**config.mk**
```make
export PLATFORM = sky130hd
export DESIGN_NAME = source_text_tokenizer_flat
export DESIGN_NICKNAME = d
export VERILOG_FILES = /design/src/design/sttk_pkg.sv /design/src/design/sttk_if.sv /design/src/design/sttk_lexer.sv /design/src/design/source_text_tokenizer.sv /design/src/flat_wrapper.sv
export VERILOG_INCLUDE_DIRS = /design/src /design/src/design
export SDC_FILE = /design/constraint.sdc
export NUM_CORES = 1
export LEC_CHECK = 0
export BUFFER_PORTS_ARGS = -buffer_cell sky130_fd_sc_hd__buf_2
export CAP_MARGIN = 0
export CORE_ASPECT_RATIO = 0.75
export CORE_MARGIN = 2
export CORE_UTILIZATION = 50
export CTS_BUF_LIST = sky130_fd_sc_hd__clkbuf_16
export CTS_CLUSTER_DIAMETER = 100
export DETAILED_ROUTE_END_ITERATION = 16
export PLACE_DENSITY = 0.75
export SYNTH_ARGS = -nofsm -noshare
export SYNTH_HDL_FRONTEND = slang
export SYNTH_SLANG_ARGS = --single-unit
```
**constraint.sdc**
```tcl
create_clock -name clk_i -period 11.8 [get_ports clk_i]
set_clock_uncertainty 0.2 [all_clocks]
set_input_delay 0 -clock clk_i [delete_from_list [all_inputs] [get_ports clk_i]]
set_output_delay 0 -clock clk_i [all_outputs]
set_load 0.05 [all_outputs]
```
**src/design/source_text_tokenizer_macros.svh**
```systemverilog
// assertion macros shared by the tokenizer rtl
// expects clk_i and rst_ni in the scope of each use
`ifndef SOURCE_TEXT_TOKENIZER_MACROS_SVH
`define SOURCE_TEXT_TOKENIZER_MACROS_SVH

// checked outside reset only
`define STTK_ASSERT(lbl, prop, msg) \
  lbl: assert property (@(posedge clk_i) disable iff (!rst_ni) prop) else $error(msg);

// checked at every edge, reset included
`define STTK_ASSERT_ALWAYS(lbl, prop, msg) \
  lbl: assert property (@(posedge clk_i) prop) else $error(msg);

`endif

```
**src/design/sttk_pkg.sv**
```systemverilog
// types, constants and helper functions of the source text tokenizer
// no dependencies
`timescale 1ns / 1ps
`default_nettype none

package sttk_pkg;

  localparam int CNT_W      = 16;   // line, column and length counters
  localparam int FIELD_W    = 16;   // width of the position and length fields
  localparam int KIND_W     = 5;
  localparam int FIFO_AW    = 2;
  localparam int FIFO_DEPTH = 1 << FIFO_AW;
  localparam int MAX_TOKENS = 3;

  typedef logic [CNT_W-1:0]   cnt_t;
  typedef logic [FIELD_W-1:0] field_t;
  typedef logic [KIND_W-1:0]  kind_t;

  typedef enum logic [1:0] {
    MODE_IDLE  = 2'd0,
    MODE_SPACE = 2'd1,
    MODE_IDENT = 2'd2,
    MODE_EOL   = 2'd3
  } mode_e;

  typedef enum logic [1:0] {
    HELD_NONE = 2'd0,
    HELD_CR   = 2'd1,
    HELD_LF   = 2'd2
  } held_e;

  localparam kind_t KIND_UNKNOWN = 5'd0;
  localparam kind_t KIND_IDENT   = 5'd1;
  localparam kind_t KIND_SPACE   = 5'd4;
  localparam kind_t KIND_EOL     = 5'd5;
  localparam kind_t KIND_LT      = 5'd6;
  localparam kind_t KIND_EQ      = 5'd7;
  localparam kind_t KIND_COMMA   = 5'd8;
  localparam kind_t KIND_SEMI    = 5'd9;
  localparam kind_t KIND_GT      = 5'd10;
  localparam kind_t KIND_STAR    = 5'd11;
  localparam kind_t KIND_HASH    = 5'd12;
  localparam kind_t KIND_LPAREN  = 5'd13;
  localparam kind_t KIND_RPAREN  = 5'd14;
  localparam kind_t KIND_LBRACE  = 5'd15;
  localparam kind_t KIND_RBRACE  = 5'd16;
  localparam kind_t KIND_LBRACK  = 5'd17;
  localparam kind_t KIND_RBRACK  = 5'd18;
  localparam kind_t KIND_EOF     = 5'd19;

  localparam logic [7:0] CH_NUL   = 8'h00;
  localparam logic [7:0] CH_TAB   = 8'h09;
  localparam logic [7:0] CH_LF    = 8'h0A;
  localparam logic [7:0] CH_CR    = 8'h0D;
  localparam logic [7:0] CH_SPACE = 8'h20;
  localparam logic [7:0] CH_DASH  = 8'h2D;
  localparam logic [7:0] CH_UNDER = 8'h5F;
  localparam logic [7:0] CH_HASH  = 8'h23;

  typedef struct packed {
    kind_t  kind;
    field_t line;
    field_t column;
    field_t length;
    logic   last;
  } token_t;

  // tokens caused by one byte, lowest index first
  typedef struct packed {
    logic [1:0]                 count;
    token_t [MAX_TOKENS-1:0]    tok;
  } lex_out_t;

  function automatic cnt_t sat_inc(cnt_t v);
    return (v == {CNT_W{1'b1}}) ? v : cnt_t'(v + cnt_t'(1));
  endfunction

  // low field bits of a counter, zero extended when the counter is narrower
  function automatic field_t to_field(cnt_t v);
    logic [63:0] wide;
    wide = 64'(v);
    return wide[FIELD_W-1:0];
  endfunction

  function automatic token_t mk_tok(kind_t kind, cnt_t line, cnt_t col, cnt_t len);
    token_t t;
    t.kind   = kind;
    t.line   = to_field(line);
    t.column = to_field(col);
    t.length = to_field(len);
    t.last   = 1'b0;
    return t;
  endfunction

  function automatic logic is_blank(logic [7:0] b);
    return (b == CH_SPACE) || (b == CH_TAB);
  endfunction

  function automatic logic is_letter(logic [7:0] b);
    return ((b >= 8'h41) && (b <= 8'h5A)) || ((b >= 8'h61) && (b <= 8'h7A));
  endfunction

  function automatic logic is_digit(logic [7:0] b);
    return (b >= 8'h30) && (b <= 8'h39);
  endfunction

  function automatic logic is_break(logic [7:0] b);
    return (b == CH_CR) || (b == CH_LF);
  endfunction

  function automatic kind_t punct_kind(logic [7:0] b);
    kind_t k;
    case (b)
      8'h3C:   k = KIND_LT;
      8'h3D:   k = KIND_EQ;
      8'h2C:   k = KIND_COMMA;
      8'h3B:   k = KIND_SEMI;
      8'h3E:   k = KIND_GT;
      8'h2A:   k = KIND_STAR;
      CH_HASH: k = KIND_HASH;
      8'h28:   k = KIND_LPAREN;
      8'h29:   k = KIND_RPAREN;
      8'h7B:   k = KIND_LBRACE;
      8'h7D:   k = KIND_RBRACE;
      8'h5B:   k = KIND_LBRACK;
      8'h5D:   k = KIND_RBRACK;
      default: k = KIND_UNKNOWN;
    endcase
    return k;
  endfunction

endpackage

`default_nettype wire

```
**src/design/sttk_if.sv**
```systemverilog
// valid/ready channel interfaces for source bytes and tokens
// no dependencies
`timescale 1ns / 1ps
`default_nettype none

interface sttk_byte_if;
  logic       valid;
  logic       ready;
  logic [7:0] char_byte;

  modport source (output valid, output char_byte, input ready);
  modport sink   (input valid, input char_byte, output ready);
endinterface

interface sttk_token_if;
  logic         valid;
  logic         ready;
  logic [4:0]   token_kind;
  logic [15:0]  start_line;
  logic [15:0]  start_column;
  logic [15:0]  token_length;
  logic         last_of_run;

  modport source (output valid, output token_kind, output start_line,
                  output start_column, output token_length, output last_of_run,
                  input ready);
  modport sink   (input valid, input token_kind, input start_line,
                  input start_column, input token_length, input last_of_run,
                  output ready);
endinterface

`default_nettype wire

```
**src/design/sttk_lexer.sv**
```systemverilog
// lexer state and single-pass token decision for one source byte
// depends on sttk_pkg and source_text_tokenizer_macros.svh
`timescale 1ns / 1ps
`default_nettype none

`include "source_text_tokenizer_macros.svh"

module sttk_lexer (
  input  logic               clk_i,
  input  logic               rst_ni,
  input  logic               step_i,
  input  logic [7:0]         char_byte_i,
  output sttk_pkg::lex_out_t lex_o
);
  import sttk_pkg::*;

  mode_e mode_q, mode_d;
  held_e held_q, held_d;
  cnt_t  line_q, line_d;
  cnt_t  col_q, col_d;
  cnt_t  osl_q, osl_d;
  cnt_t  osc_q, osc_d;
  cnt_t  olen_q, olen_d;

  always_comb begin
    logic [1:0]              n;
    token_t [MAX_TOKENS-1:0] toks;
    logic                    fresh;
    logic                    hb_cr;
    kind_t                   pk;
    logic [7:0]              b;

    b      = char_byte_i;
    mode_d = mode_q;
    held_d = held_q;
    line_d = line_q;
    col_d  = col_q;
    osl_d  = osl_q;
    osc_d  = osc_q;
    olen_d = olen_q;
    n      = 2'd0;
    toks   = '0;
    fresh  = 1'b1;
    hb_cr  = 1'b0;

    // close or extend the open run
    if (mode_q == MODE_SPACE) begin
      if (is_blank(b)) begin
        col_d = sat_inc(col_q);
        fresh = 1'b0;
      end else begin
        toks[n] = mk_tok(KIND_SPACE, osl_q, osc_q, '0);
        n       = n + 2'd1;
        mode_d  = MODE_IDLE;
      end
    end else if (mode_q == MODE_IDENT) begin
      if (is_letter(b) || is_digit(b) || b == CH_DASH || b == CH_UNDER) begin
        olen_d = sat_inc(olen_q);
        col_d  = sat_inc(col_q);
        fresh  = 1'b0;
      end else begin
        toks[n] = mk_tok(KIND_IDENT, osl_q, osc_q, olen_q);
        n       = n + 2'd1;
        mode_d  = MODE_IDLE;
      end
    end else if (held_q != HELD_NONE) begin
      hb_cr  = (held_q == HELD_CR);
      held_d = HELD_NONE;
      if (is_break(b) && ((b == CH_CR) != hb_cr)) begin
        line_d = sat_inc(line_q);
        col_d  = cnt_t'(1);
        mode_d = MODE_EOL;
        fresh  = 1'b0;
      end else begin
        if (mode_q == MODE_EOL) begin
          toks[n] = mk_tok(KIND_EOL, osl_q, osc_q, '0);
          n       = n + 2'd1;
        end
        mode_d  = MODE_IDLE;
        // lone break reported at its own place
        toks[n] = mk_tok(KIND_UNKNOWN, line_q, col_q, '0);
        n       = n + 2'd1;
        col_d   = sat_inc(col_q);
      end
    end else if (mode_q == MODE_EOL) begin
      if (is_break(b)) begin
        held_d = (b == CH_CR) ? HELD_CR : HELD_LF;
        fresh  = 1'b0;
      end else begin
        toks[n] = mk_tok(KIND_EOL, osl_q, osc_q, '0);
        n       = n + 2'd1;
        mode_d  = MODE_IDLE;
      end
    end

    // lex the byte afresh
    pk = punct_kind(b);
    if (fresh) begin
      if (b == CH_NUL) begin
        toks[n] = mk_tok(KIND_EOF, line_d, col_d, '0);
        n       = n + 2'd1;
        mode_d  = MODE_IDLE;
        held_d  = HELD_NONE;
        line_d  = cnt_t'(1);
        col_d   = cnt_t'(1);
        osl_d   = '0;
        osc_d   = '0;
        olen_d  = '0;
      end else if (pk != KIND_UNKNOWN) begin
        toks[n] = mk_tok(pk, line_d, col_d, cnt_t'(1));
        n       = n + 2'd1;
        col_d   = sat_inc(col_d);
      end else if (is_blank(b)) begin
        mode_d = MODE_SPACE;
        osl_d  = line_d;
        osc_d  = col_d;
        olen_d = '0;
        col_d  = sat_inc(col_d);
      end else if (is_break(b)) begin
        held_d = (b == CH_CR) ? HELD_CR : HELD_LF;
        osl_d  = line_d;
        osc_d  = col_d;
        olen_d = '0;
      end else if (is_letter(b)) begin
        mode_d = MODE_IDENT;
        osl_d  = line_d;
        osc_d  = col_d;
        olen_d = cnt_t'(1);
        col_d  = sat_inc(col_d);
      end else begin
        toks[n] = mk_tok(KIND_UNKNOWN, line_d, col_d, '0);
        n       = n + 2'd1;
        col_d   = sat_inc(col_d);
      end
    end

    if (n != 2'd0) begin
      toks[n - 2'd1].last = 1'b1;
    end

    lex_o.count = n;
    lex_o.tok   = toks;
  end

  always_ff @(posedge clk_i or negedge rst_ni) begin
    if (!rst_ni) begin
      mode_q <= MODE_IDLE;
      held_q <= HELD_NONE;
      line_q <= cnt_t'(1);
      col_q  <= cnt_t'(1);
      osl_q  <= '0;
      osc_q  <= '0;
      olen_q <= '0;
    end else if (step_i) begin
      mode_q <= mode_d;
      held_q <= held_d;
      line_q <= line_d;
      col_q  <= col_d;
      osl_q  <= osl_d;
      osc_q  <= osc_d;
      olen_q <= olen_d;
    end
  end

  `STTK_ASSERT(a_eof_restarts, step_i && char_byte_i == CH_NUL |=> mode_q == MODE_IDLE && held_q == HELD_NONE && line_q == cnt_t'(1) && col_q == cnt_t'(1), "end of input did not restart the counters")
  `STTK_ASSERT(a_held_mode, held_q != HELD_NONE |-> mode_q == MODE_IDLE || mode_q == MODE_EOL, "line break held inside a space or identifier run")
  `STTK_ASSERT(a_ident_len, mode_q == MODE_IDENT |-> olen_q != '0, "open identifier has zero length")

endmodule

`default_nettype wire

```
**src/design/source_text_tokenizer.sv**
```systemverilog
// top level of the source text tokenizer: lexer plus token queue
// depends on sttk_pkg, sttk_if, sttk_lexer and source_text_tokenizer_macros.svh
`timescale 1ns / 1ps
`default_nettype none

`include "source_text_tokenizer_macros.svh"

// Source text tokenizer. Takes one source byte per beat on char_i and
// delivers tokens (kind, start line, start column, length, last_of_run) on
// token_o. A byte is lexed in the cycle it is accepted, against the lexer
// state, and the zero to three tokens it completes enter a four-entry token
// queue at once; last_of_run marks the final token of each byte. Bytes are
// taken at one per cycle as long as each completes at most one token and the
// consumer takes a token each cycle: the single token port, one token per
// beat, sets that figure, so a byte that closes two or three tokens (a run
// cut short by punctuation, a lone line break, end of input inside a run)
// holds char_i.ready low while the queue drains. A CR or LF is held back for
// one byte of lookahead, and a zero byte emits EOF and restarts line and
// column at 1. There is no clearing pass after reset.
module source_text_tokenizer (
  input  logic          clk_i,
  input  logic          rst_ni,
  sttk_byte_if.sink     char_i,
  sttk_token_if.source  token_o
);
  import sttk_pkg::*;

  lex_out_t lex;
  logic     in_acc;
  logic     pop;
  logic [1:0] push_n;

  // token queue, payload kept without reset
  token_t                fifo_q [FIFO_DEPTH];
  logic [FIFO_AW-1:0]    rd_ptr_q, rd_ptr_d;
  logic [FIFO_AW-1:0]    wr_ptr_q, wr_ptr_d;
  logic [FIFO_AW:0]      cnt_q, cnt_d;
  token_t                head;

  // room for the worst case of three tokens from the next byte
  assign char_i.ready = (cnt_q <= (FIFO_AW + 1)'(FIFO_DEPTH - MAX_TOKENS));
  assign in_acc       = char_i.valid && char_i.ready;

  sttk_lexer u_lexer (
    .clk_i       (clk_i),
    .rst_ni      (rst_ni),
    .step_i      (in_acc),
    .char_byte_i (char_i.char_byte),
    .lex_o       (lex)
  );

  assign push_n = in_acc ? lex.count : 2'd0;

  // head of queue drives the output beat
  assign head                 = fifo_q[rd_ptr_q];
  assign token_o.valid        = (cnt_q != '0);
  assign token_o.token_kind   = head.kind;
  assign token_o.start_line   = head.line;
  assign token_o.start_column = head.column;
  assign token_o.token_length = head.length;
  assign token_o.last_of_run  = head.last;
  assign pop                  = token_o.valid && token_o.ready;

  always_comb begin
    rd_ptr_d = pop ? rd_ptr_q + (FIFO_AW)'(1) : rd_ptr_q;
    wr_ptr_d = wr_ptr_q + (FIFO_AW)'(push_n);
    cnt_d    = cnt_q + (FIFO_AW + 1)'(push_n) - (FIFO_AW + 1)'(pop);
  end

  // tokens of one byte land in consecutive slots
  always_ff @(posedge clk_i) begin
    for (int i = 0; i < MAX_TOKENS; i++) begin
      if (2'(i) < push_n) begin
        fifo_q[wr_ptr_q + (FIFO_AW)'(i)] <= lex.tok[i];
      end
    end
  end

  always_ff @(posedge clk_i or negedge rst_ni) begin
    if (!rst_ni) begin
      rd_ptr_q <= '0;
      wr_ptr_q <= '0;
      cnt_q    <= '0;
    end else begin
      rd_ptr_q <= rd_ptr_d;
      wr_ptr_q <= wr_ptr_d;
      cnt_q    <= cnt_d;
    end
  end

  `STTK_ASSERT(a_no_overflow, in_acc |-> cnt_q + (FIFO_AW + 1)'(lex.count) <= (FIFO_AW + 1)'(FIFO_DEPTH), "token queue overflow")
  `STTK_ASSERT(a_push_visible, in_acc && lex.count != 2'd0 |=> token_o.valid, "tokens of an accepted byte not offered")
  `STTK_ASSERT(a_ptr_gap, cnt_q == '0 |-> rd_ptr_q == wr_ptr_q, "empty queue with pointers apart")

endmodule

`default_nettype wire
```
**src/flat_wrapper.sv**
```systemverilog
// flat-port wrapper written by rule: the top's interface ports become plain ports
module source_text_tokenizer_flat import sttk_pkg::*;
  (clk_i, rst_ni, char_i_valid, char_i_char_byte, char_i_ready, token_o_valid, token_o_token_kind, token_o_start_line, token_o_start_column, token_o_token_length, token_o_last_of_run, token_o_ready);
  sttk_byte_if char_i_i ();
  sttk_token_if token_o_i ();
  input  logic clk_i;
  input  logic rst_ni;
  input wire logic [$bits(char_i_i.valid)-1:0] char_i_valid;
  input wire logic [$bits(char_i_i.char_byte)-1:0] char_i_char_byte;
  output wire logic [$bits(char_i_i.ready)-1:0] char_i_ready;
  output wire logic [$bits(token_o_i.valid)-1:0] token_o_valid;
  output wire logic [$bits(token_o_i.token_kind)-1:0] token_o_token_kind;
  output wire logic [$bits(token_o_i.start_line)-1:0] token_o_start_line;
  output wire logic [$bits(token_o_i.start_column)-1:0] token_o_start_column;
  output wire logic [$bits(token_o_i.token_length)-1:0] token_o_token_length;
  output wire logic [$bits(token_o_i.last_of_run)-1:0] token_o_last_of_run;
  input wire logic [$bits(token_o_i.ready)-1:0] token_o_ready;
  assign char_i_i.valid = char_i_valid;
  assign char_i_i.char_byte = char_i_char_byte;
  assign char_i_ready = char_i_i.ready;
  assign token_o_valid = token_o_i.valid;
  assign token_o_token_kind = token_o_i.token_kind;
  assign token_o_start_line = token_o_i.start_line;
  assign token_o_start_column = token_o_i.start_column;
  assign token_o_token_length = token_o_i.token_length;
  assign token_o_last_of_run = token_o_i.last_of_run;
  assign token_o_i.ready = token_o_ready;
  source_text_tokenizer u_core (.clk_i(clk_i), .rst_ni(rst_ni), .char_i(char_i_i), .token_o(token_o_i));
endmodule
```
==> qor.yml, run 1 <==
synth_enable_flop_cells: 216
power_density_nw_per_um2: 255
crit_path_start: "u_core.u_lexer.held_q[1]"
grt.overflow.total: 0
fp.dieH_um: 174
rsz0062_at_grt: "false"
end_kind: "flop"
fin_crit_ns: 6.02
pwr-share-clk: 0.211
r2r-start: "u_core.u_lexer.held_q[1]"
cts-htree-levels: 2
area_delta_synth_final_pct: 9.58
setup_violations: 0
ys_top_cells_by_area: "edfxtp_1, dfrtp_1, o21ai_0, nand2_1, mux4_2"
drv_slew: 0
vias_per_cell: 6.70
grt_pass1_vias: 16400
wl_met2_mm: 26.9
nFillCells: 3278
antenna_found_initial: 1
power_mw: 5.37
p_seq_frac: 0.306
dr.pass1.iters: 7
yosysTopAreaCellShare: 0.337
num_rows: 62
internal_power_mw: 2.89
synth_nets: 2120
drv_cap: 0
grt_use_total: 0.321
numCtsBuffers: 34
num_antenna_cells: 0
p_sw_frac: 0.462
setup_tns_ns: 0
finalHoldViolCount: 0
rr_endpoint: "u_core.fifo_q[1][35]"
yosys_most_used_dff: "edfxtp_1"
dr_wl_met3_mm: 9.06
crit_path_max_fanout: 58
pwr-share-comb: 0.483
die_w_um: 231
start_util: 0.505
core_area_um2: 38100
outcome: "finished clean"
synth_area_leader_cell: "edfxtp_1"
ys_ff_latch: 307
wl_per_cell_um: 24.7
worstHoldPathCells: 5
clk_latency_ns: 0.55
cts_tree: "built"
avgSynthCellArea_um2: 9.18
port_buffers: 67
hold_class: "input port to flop"
place.gp.congestion: 0.960
cts_resized: 0
max_freq_mhz: 166
drc: 0
worst_hold_startpoint: "char_i_char_byte[5]"
reg2regPathDepth: 15
tightest_slew_ns: 1.27
leakagePower_nw: 7.57
io_pins: 68
reg2reg_setup_slack_ns: 5.78
final_nets: 2093
finalCritPeriodShare: 0.510
worstSetupStartpointType: "flop"
ant_nets: 0
grt_max_degree: 69
dpl.hpwl_mm: 42.7
async_reset_ff_frac: 0.296
netlist_instances: 2097
via_count: 17500
clock_sinks: 307
arrival_ns: 5.96
wirelength_mm: 64.4
clkTransAtPathRegs_ns: 0.05
top_layer: "met4"
whs_endpoint: "u_core.u_lexer.held_q[1]"
max-slew-margin-rel: 0.149
synth_warnings: 0
drtIter0Drc: 2826
cp.required_ns: 11.74
peakVddDrop_v: 0.000125
synth.distinct_cells: 102
ys_seq_area_frac: 0.455
cts-root-buf: "clkbuf_16"
synth_area_um2: 19200
drive_above_1_share: 0.136
wl_met1_mm: 26.6
cts.path.max_buffers: 3
grt_pass1_wl_mm: 99.1
switching_power_mw: 2.48
dieArea_um2: 40100
critical_path_class: "flop to flop"
## cell type report
class                   instances  area [um^2]  share of cell area
clock inverters                27          294              0.0139
well taps                     512          641              0.0304
multi-input cells            1595         9740               0.462
inverters                      22         82.6             0.00392
clock buffers                  35          876              0.0415
flip-flops and latches        307         8770               0.416
repair buffers                110          686              0.0325
## cells by family (layout without fill, tap and decap cells)
kind of cell,Yosys count,count (layout),synth area share
AND/OR/NAND/NOR,816,816,0.192
AO/OA/AOI/OAI,637,637,0.202
flip-flops,307,307,0.455
buffers and inverters,195,194,0.0417
multiplexers,87,87,0.0814
XOR/XNOR,44,44,0.0200
adder cells (fa/ha/maj),11,11,0.00754
## what timing repair did
item                                   in CTS  in global routing
endpoints found under the hold margin     101                  0
hold buffers                                6                  0
buffers inserted                            0                  0
## cell usage in the layout (no fill, tap or decap), drive strengths merged, types with 5 or more instances in the layout
| master | instances |
|---|---|
| o21a | 6 |
| clkinv | 12 |
| ha | 10 |
| nor4 | 11 |
| and3 | 21 |
| nor2b | 6 |
| bufinv | 6 |
| and4 | 5 |
| mux2i | 26 |
| mux4 | 54 |
| a31oi | 41 |
| a221oi | 13 |
| nand2 | 336 |
| a22oi | 24 |
| xnor2 | 29 |
| xor2 | 15 |
| nor3 | 33 |
| clkbuf | 35 |
| edfxtp | 216 |
| a21oi | 135 |
| nand2b | 15 |
| inv | 31 |
| a221o | 5 |
| and2 | 17 |
| dlygate4sd3 | 5 |
| mux2 | 7 |
| o21bai | 5 |
| o21ai | 289 |
| o31ai | 26 |
| o22ai | 16 |
| or2 | 11 |
| o211ai | 19 |
| nor2 | 255 |
| dfrtp | 89 |
| nand4 | 16 |
| nand3 | 53 |
| or3 | 17 |
| a211oi | 17 |
| buf | 105 |
## per-layer routing
| layer | up-vias | GRT usage |
|---|---|---|
| met5 | - | 0 |
| met4 | 0 | 0.106 |
| met3 | 149 | 0.0894 |
| met2 | 1307 | 0.454 |
| met1 | 8350 | 0.475 |
| li1 | 7659 | - |
## state kept, by name (all words and copies together), names as in the netlist
| name | flops |
|---|---|
| u_core.u_lexer.osc_q | 16 |
| u_core.fifo_q | 216 |
| u_core.cnt_q | 3 |
| u_core.u_lexer.col_q | 16 |
| u_core.u_lexer.mode_q | 2 |
| u_core.u_lexer.held_q | 2 |
| u_core.rd_ptr_q | 2 |
| u_core.u_lexer.line_q | 16 |
| u_core.u_lexer.olen_q | 16 |
| u_core.wr_ptr_q | 2 |
| u_core.u_lexer.osl_q | 16 |
## power groups by stage
stage          Clock (mW)  Combinational [mW]  Sequential [mW]
2_1_floorplan           0                1.92             1.53
3_3_place_gp            0                2.48             1.64
3_5_place_dp            0                2.52             1.65
4_1_cts              1.14                2.53             1.63
5_1_grt              1.18                2.74             1.66
6_report             1.13                2.59             1.64
## cell usage after synthesis (all sizes together) (11+ instances only)
master	instances
nand2	336
o21ai	289
nor2	255
edfxtp	216
a21oi	135
clkbuf	126
dfrtp	89
mux4	54
nand3	53
buf	47
a31oi	41
nor3	33
xnor2	29
mux2i	26
o31ai	26
a22oi	24
inv	22
and3	21
o211ai	19
a211oi	17
and2	17
or3	17
nand4	16
o22ai	16
nand2b	15
xor2	15
a221oi	13
nor4	11
or2	11
## worst max-delay path, stage by stage, from the launching register on
cell and delay [ns]:
dfrtp_1 0.44, nand4bb_1 0.20, o22ai_1 0.25, a21oi_1 0.61, nor3_1 0.08, or3_1 0.42
nor2_1 0.23, ha_1 0.29, mux2_2 0.36, nor3_2 0.19, buf_4 0.31, nand2_1 0.10
buf_4 0.33, nand2_1 0.60, o21bai_4 0.24, buf_4 0.65
## metrics by stage
| stage | util | cells | instance area [um^2] | hold WS (ns) | setup slack [ns] |
|---|---|---|---|---|---|
| after floorplan | - | 2097 | 19200 | -0.496 | 1.97 |
| after global placement | 0.521 | 2540 | 19900 | -0.248 | 6.11 |
| after detailed placement | 0.521 | 2540 | 19900 | -0.246 | 5.96 |
| after CTS | 0.554 | 2608 | 21100 | 0.0182 | 5.92 |
| after global routing | 0.554 | 2608 | 21100 | 0.149 | 5.42 |
| final | 0.554 | 2608 | 21100 | 0.0319 | 5.78 |
## worst max-delay path by stage
stage / to / slack, ns / cells after the start
5_1_grt: u_core.fifo_q[1][35] / 5.42 / 15
2_1_floorplan: u_core.fifo_q[0][0] / 1.97 / 13
3_5_place_dp: u_core.fifo_q[1][43] / 5.96 / 15
3_3_place_gp: u_core.fifo_q[1][46] / 6.11 / 13
6_report: u_core.fifo_q[1][35] / 5.78 / 15
4_1_cts: u_core.fifo_q[1][40] / 5.92 / 15
Note: power is estimated with default switching activity, not from simulation.
==> inputs of run 2 (changes only) <==
Settings changed: PLACE_DENSITY 0.75 to 0.77.
Clock period 11.8 ns to 5.04 ns, I/O delays scaled along.
==> run 2 against run 1 <==
Total power rose by 140%. Flip-flop and latch count did not move. Global-route usage fell by 0.12 points. Critical path type unchanged. Critical endpoint is now u_core.fifo_q[3][4]. Largest cell class unchanged. Highest routed layer unchanged.
==> qor.yml, run 2 (synthesized netlist as in run 1, its figures left out) <==
outcome: "finished clean"  # unchanged
finalHoldViolCount: 0  # unchanged
pwr-share-clk: 0.207  # was 0.211
end_kind: "flop"  # unchanged
cp_common_cell: "nor2_1"  # was buf_4
vias_per_cell: 6.63  # was 6.70
crit_path_max_fanout: 21  # was 58
reg2reg_setup_slack_ns: 0.45  # was 5.78 ns
place.gp.congestion: 1.01  # was 0.960
fin_crit_ns: 4.59  # was 6.02 ns
crit_end: "u_core.fifo_q[3][4]"  # was u_core.fifo_q[1][35]
critical_path_class: "flop to flop"  # unchanged
power_mw: 12.7  # was 5.37 mW
fp.dieH_um: 174  # unchanged
leakagePower_nw: 7.85  # was 7.57 nW
num_antenna_cells: 0  # unchanged
port_buffers: 67  # unchanged
max-slew-margin-rel: 0.214  # was 0.149
mostFrequentLayoutCell: "nand2_1"  # unchanged
num_rows: 62  # unchanged
max_freq_mhz: 218  # was 166 MHz
area_delta_synth_final_pct: 12.0  # was 9.58%
drtIter0Drc: 3395  # was 2826
final_cell_mix: "nand2_1, o21ai_0, nor2_1"  # unchanged
worstSetupStartpointType: "flop"  # unchanged
clk_latency_ns: 0.53  # was 0.55 ns
reg2regPathDepth: 12  # was 15
pwr-share-comb: 0.496  # was 0.483
peakVddDrop_v: 0.000253  # was 0.000125 V
numCtsBuffers: 35  # was 34
setup_violations: 0  # unchanged
cts-htree-levels: 2  # unchanged
wl_per_cell_um: 24.4  # was 24.7 um
grt_pass1_wl_mm: 98.6  # was 99.1 mm
drv_cap: 0  # unchanged
via_count: 17600  # was 17500
start_util: 0.505  # unchanged
setup_ws_ns: 0.452  # was 5.78 ns
crit_family: "compound AO/OA/AOI/OAI gates"  # was simple AND/OR/NAND/NOR gates
dpl.hpwl_mm: 43.8  # was 42.7 mm
path_cells: "nand4bb_1 > o22ai_1 > a21oi_1 > nor3_1 > or3_1 > nor2_1 > ha_1 > mux2_2 > nor2_1 > nor2_1 > o21bai_4 > buf_12"  # was nand4bb_1 > o22ai_1 > a21oi_1 > nor3_1 > or3_1 > nor2_1 > ha_1 > mux2_2 > nor3_2 > buf_4 > nand2_1 > buf_4 > nand2_1 > o21bai_4 > buf_4
power_density_nw_per_um2: 590  # was 255 nW/um^2
cp.required_ns: 5.07  # was 11.74 ns
wirelength_mm: 65.0  # was 64.4 mm
grt_use_total: 0.320  # was 0.321
drc: 0  # unchanged
cts.path.max_buffers: 3  # unchanged
drive_above_1_share: 0.159  # was 0.136
internal_power_mw: 6.91  # was 2.89 mW
final_nets: 2145  # was 2093
cp_slowest_cell: "o21bai_4"  # was buf_4
nFillCells: 3204  # was 3278
multi_input_area_um2: 9750  # was 9740 um^2
arrival_ns: 4.62  # was 5.96 ns
die_w_um: 231  # unchanged
rr_endpoint: "u_core.fifo_q[3][4]"  # was u_core.fifo_q[1][35]
ant_nets: 0  # unchanged
top_register: "u_core.fifo_q"  # unchanged
hold_class: "input port to flop"  # unchanged
p_sw_frac: 0.457  # was 0.462
io_pins: 68  # unchanged
tightest_slew_ns: 1.16  # was 1.27 ns
clkTransAtPathRegs_ns: 0.06  # was 0.05 ns
post-cts-setup-buffers: 0  # unchanged
grt.overflow.total: 0  # unchanged
cp.depth: 12  # was 15
p_seq_frac: 0.298  # was 0.306
path_buf_inv: 1  # was 3
finalCritPeriodShare: 0.910  # was 0.510
antenna_found_initial: 0  # was 1
drv_slew: 0  # unchanged
largest_register_ffs: 216  # unchanged
grt_pass1_vias: 16400  # about the same
cts-root-buf: "clkbuf_16"  # unchanged
dieArea_um2: 40100  # unchanged
max_stage_delay_ns: 0.72  # was 0.65 ns
seq_area_um2: 8770  # unchanged
grt_max_degree: 66  # was 69
clock_sinks: 307  # unchanged
cts_tree: "built"  # unchanged
switching_power_mw: 5.81  # was 2.48 mW
rsz0062_at_grt: "false"  # unchanged
pre_cts_ws_ns: 0.340  # was 5.96 ns
core_area_um2: 38100  # unchanged
crit_path_start: "u_core.u_lexer.held_q[1]"  # unchanged
dr.pass1.iters: 9  # was 7
r2r-start: "u_core.u_lexer.held_q[1]"  # unchanged
## run 2: cell types whose count changed in the layout (fill, tap and decap cells not counted), moves of 2 or more
cell	change
buf_4	+47
buf_12	+5
clkinv_1	-2
clkinvlp_4	+3
## run 2: routing by layer
layer | global-route usage | wire, um | vias up
met3 | 0.0917 | 9460 | 179
li1 | - | - | 7747
met2 | 0.472 | 27900 | 1332
met4 | 0.0903 | 1700 | 0
met1 | 0.461 | 26000 | 8378
met5 | 0 | 0 | -
## run 2: power by group through the flow
stage / Sequential [mW] / Clock [mW] / Combinational, mW
floorplan: 3.56 / 0 / 4.50
global placement: 3.80 / 0 / 6.00
detailed placement: 3.83 / 0 / 6.10
CTS: 3.78 / 2.64 / 6.14
global route: 3.83 / 2.73 / 6.64
finish: 3.78 / 2.63 / 6.30
## run 2: worst min-delay path by stage
stage | startpoint | end | slack [ns] | cells past startpoint
6_report | char_i_char_byte[3] | u_core.u_lexer.held_q[1] | 0.10 | 5
5_1_grt | char_i_char_byte[7] | u_core.u_lexer.held_q[1] | 0.16 | 6
4_1_cts | char_i_char_byte[7] | u_core.u_lexer.held_q[1] | 0.07 | 6
3_5_place_dp | rst_ni | u_core.cnt_q[1] | -0.24 | 1
3_3_place_gp | rst_ni | u_core.cnt_q[2] | -0.26 | 1
2_1_floorplan | rst_ni | u_core.cnt_q[0] | -0.50 | 0
## run 2: cell type report
cell class                      count  share of cell area
Sequential cell                   307               0.407
Multi-Input combinational cell   1595               0.452
Clock buffer                       36              0.0418
Clock inverter                     28              0.0129
Tap cell                          512              0.0297
Timing Repair Buffer              161              0.0524
Inverter                           22             0.00383
## run 2: repair_timing
item,4_1_cts,5_1_grt
endpoints found under the hold margin,100,0
endpoints found under the setup margin,0,0
resized for setup,0,0
hold buffers,5,0
## run 2: tightest hold or removal path, stage by stage
cell	delay (ns)
buf_2	0.18
nand2b_1	0.13
o41ai_1	0.09
a222oi_1	0.21
o21ai_0	0.14
## run 2: per-stage QoR
step	hold slack, ns	setup TNS, ns	util	std cells	area (um^2)
2_1_floorplan	-0.496	-185.99	-	2097	19300
3_3_place_gp	-0.255	0	0.533	2592	20300
3_5_place_dp	-0.245	0	0.533	2592	20300
4_1_cts	0.0702	0	0.566	2661	21600
5_1_grt	0.155	0	0.566	2661	21600
6_report	0.104	0	0.566	2661	21600
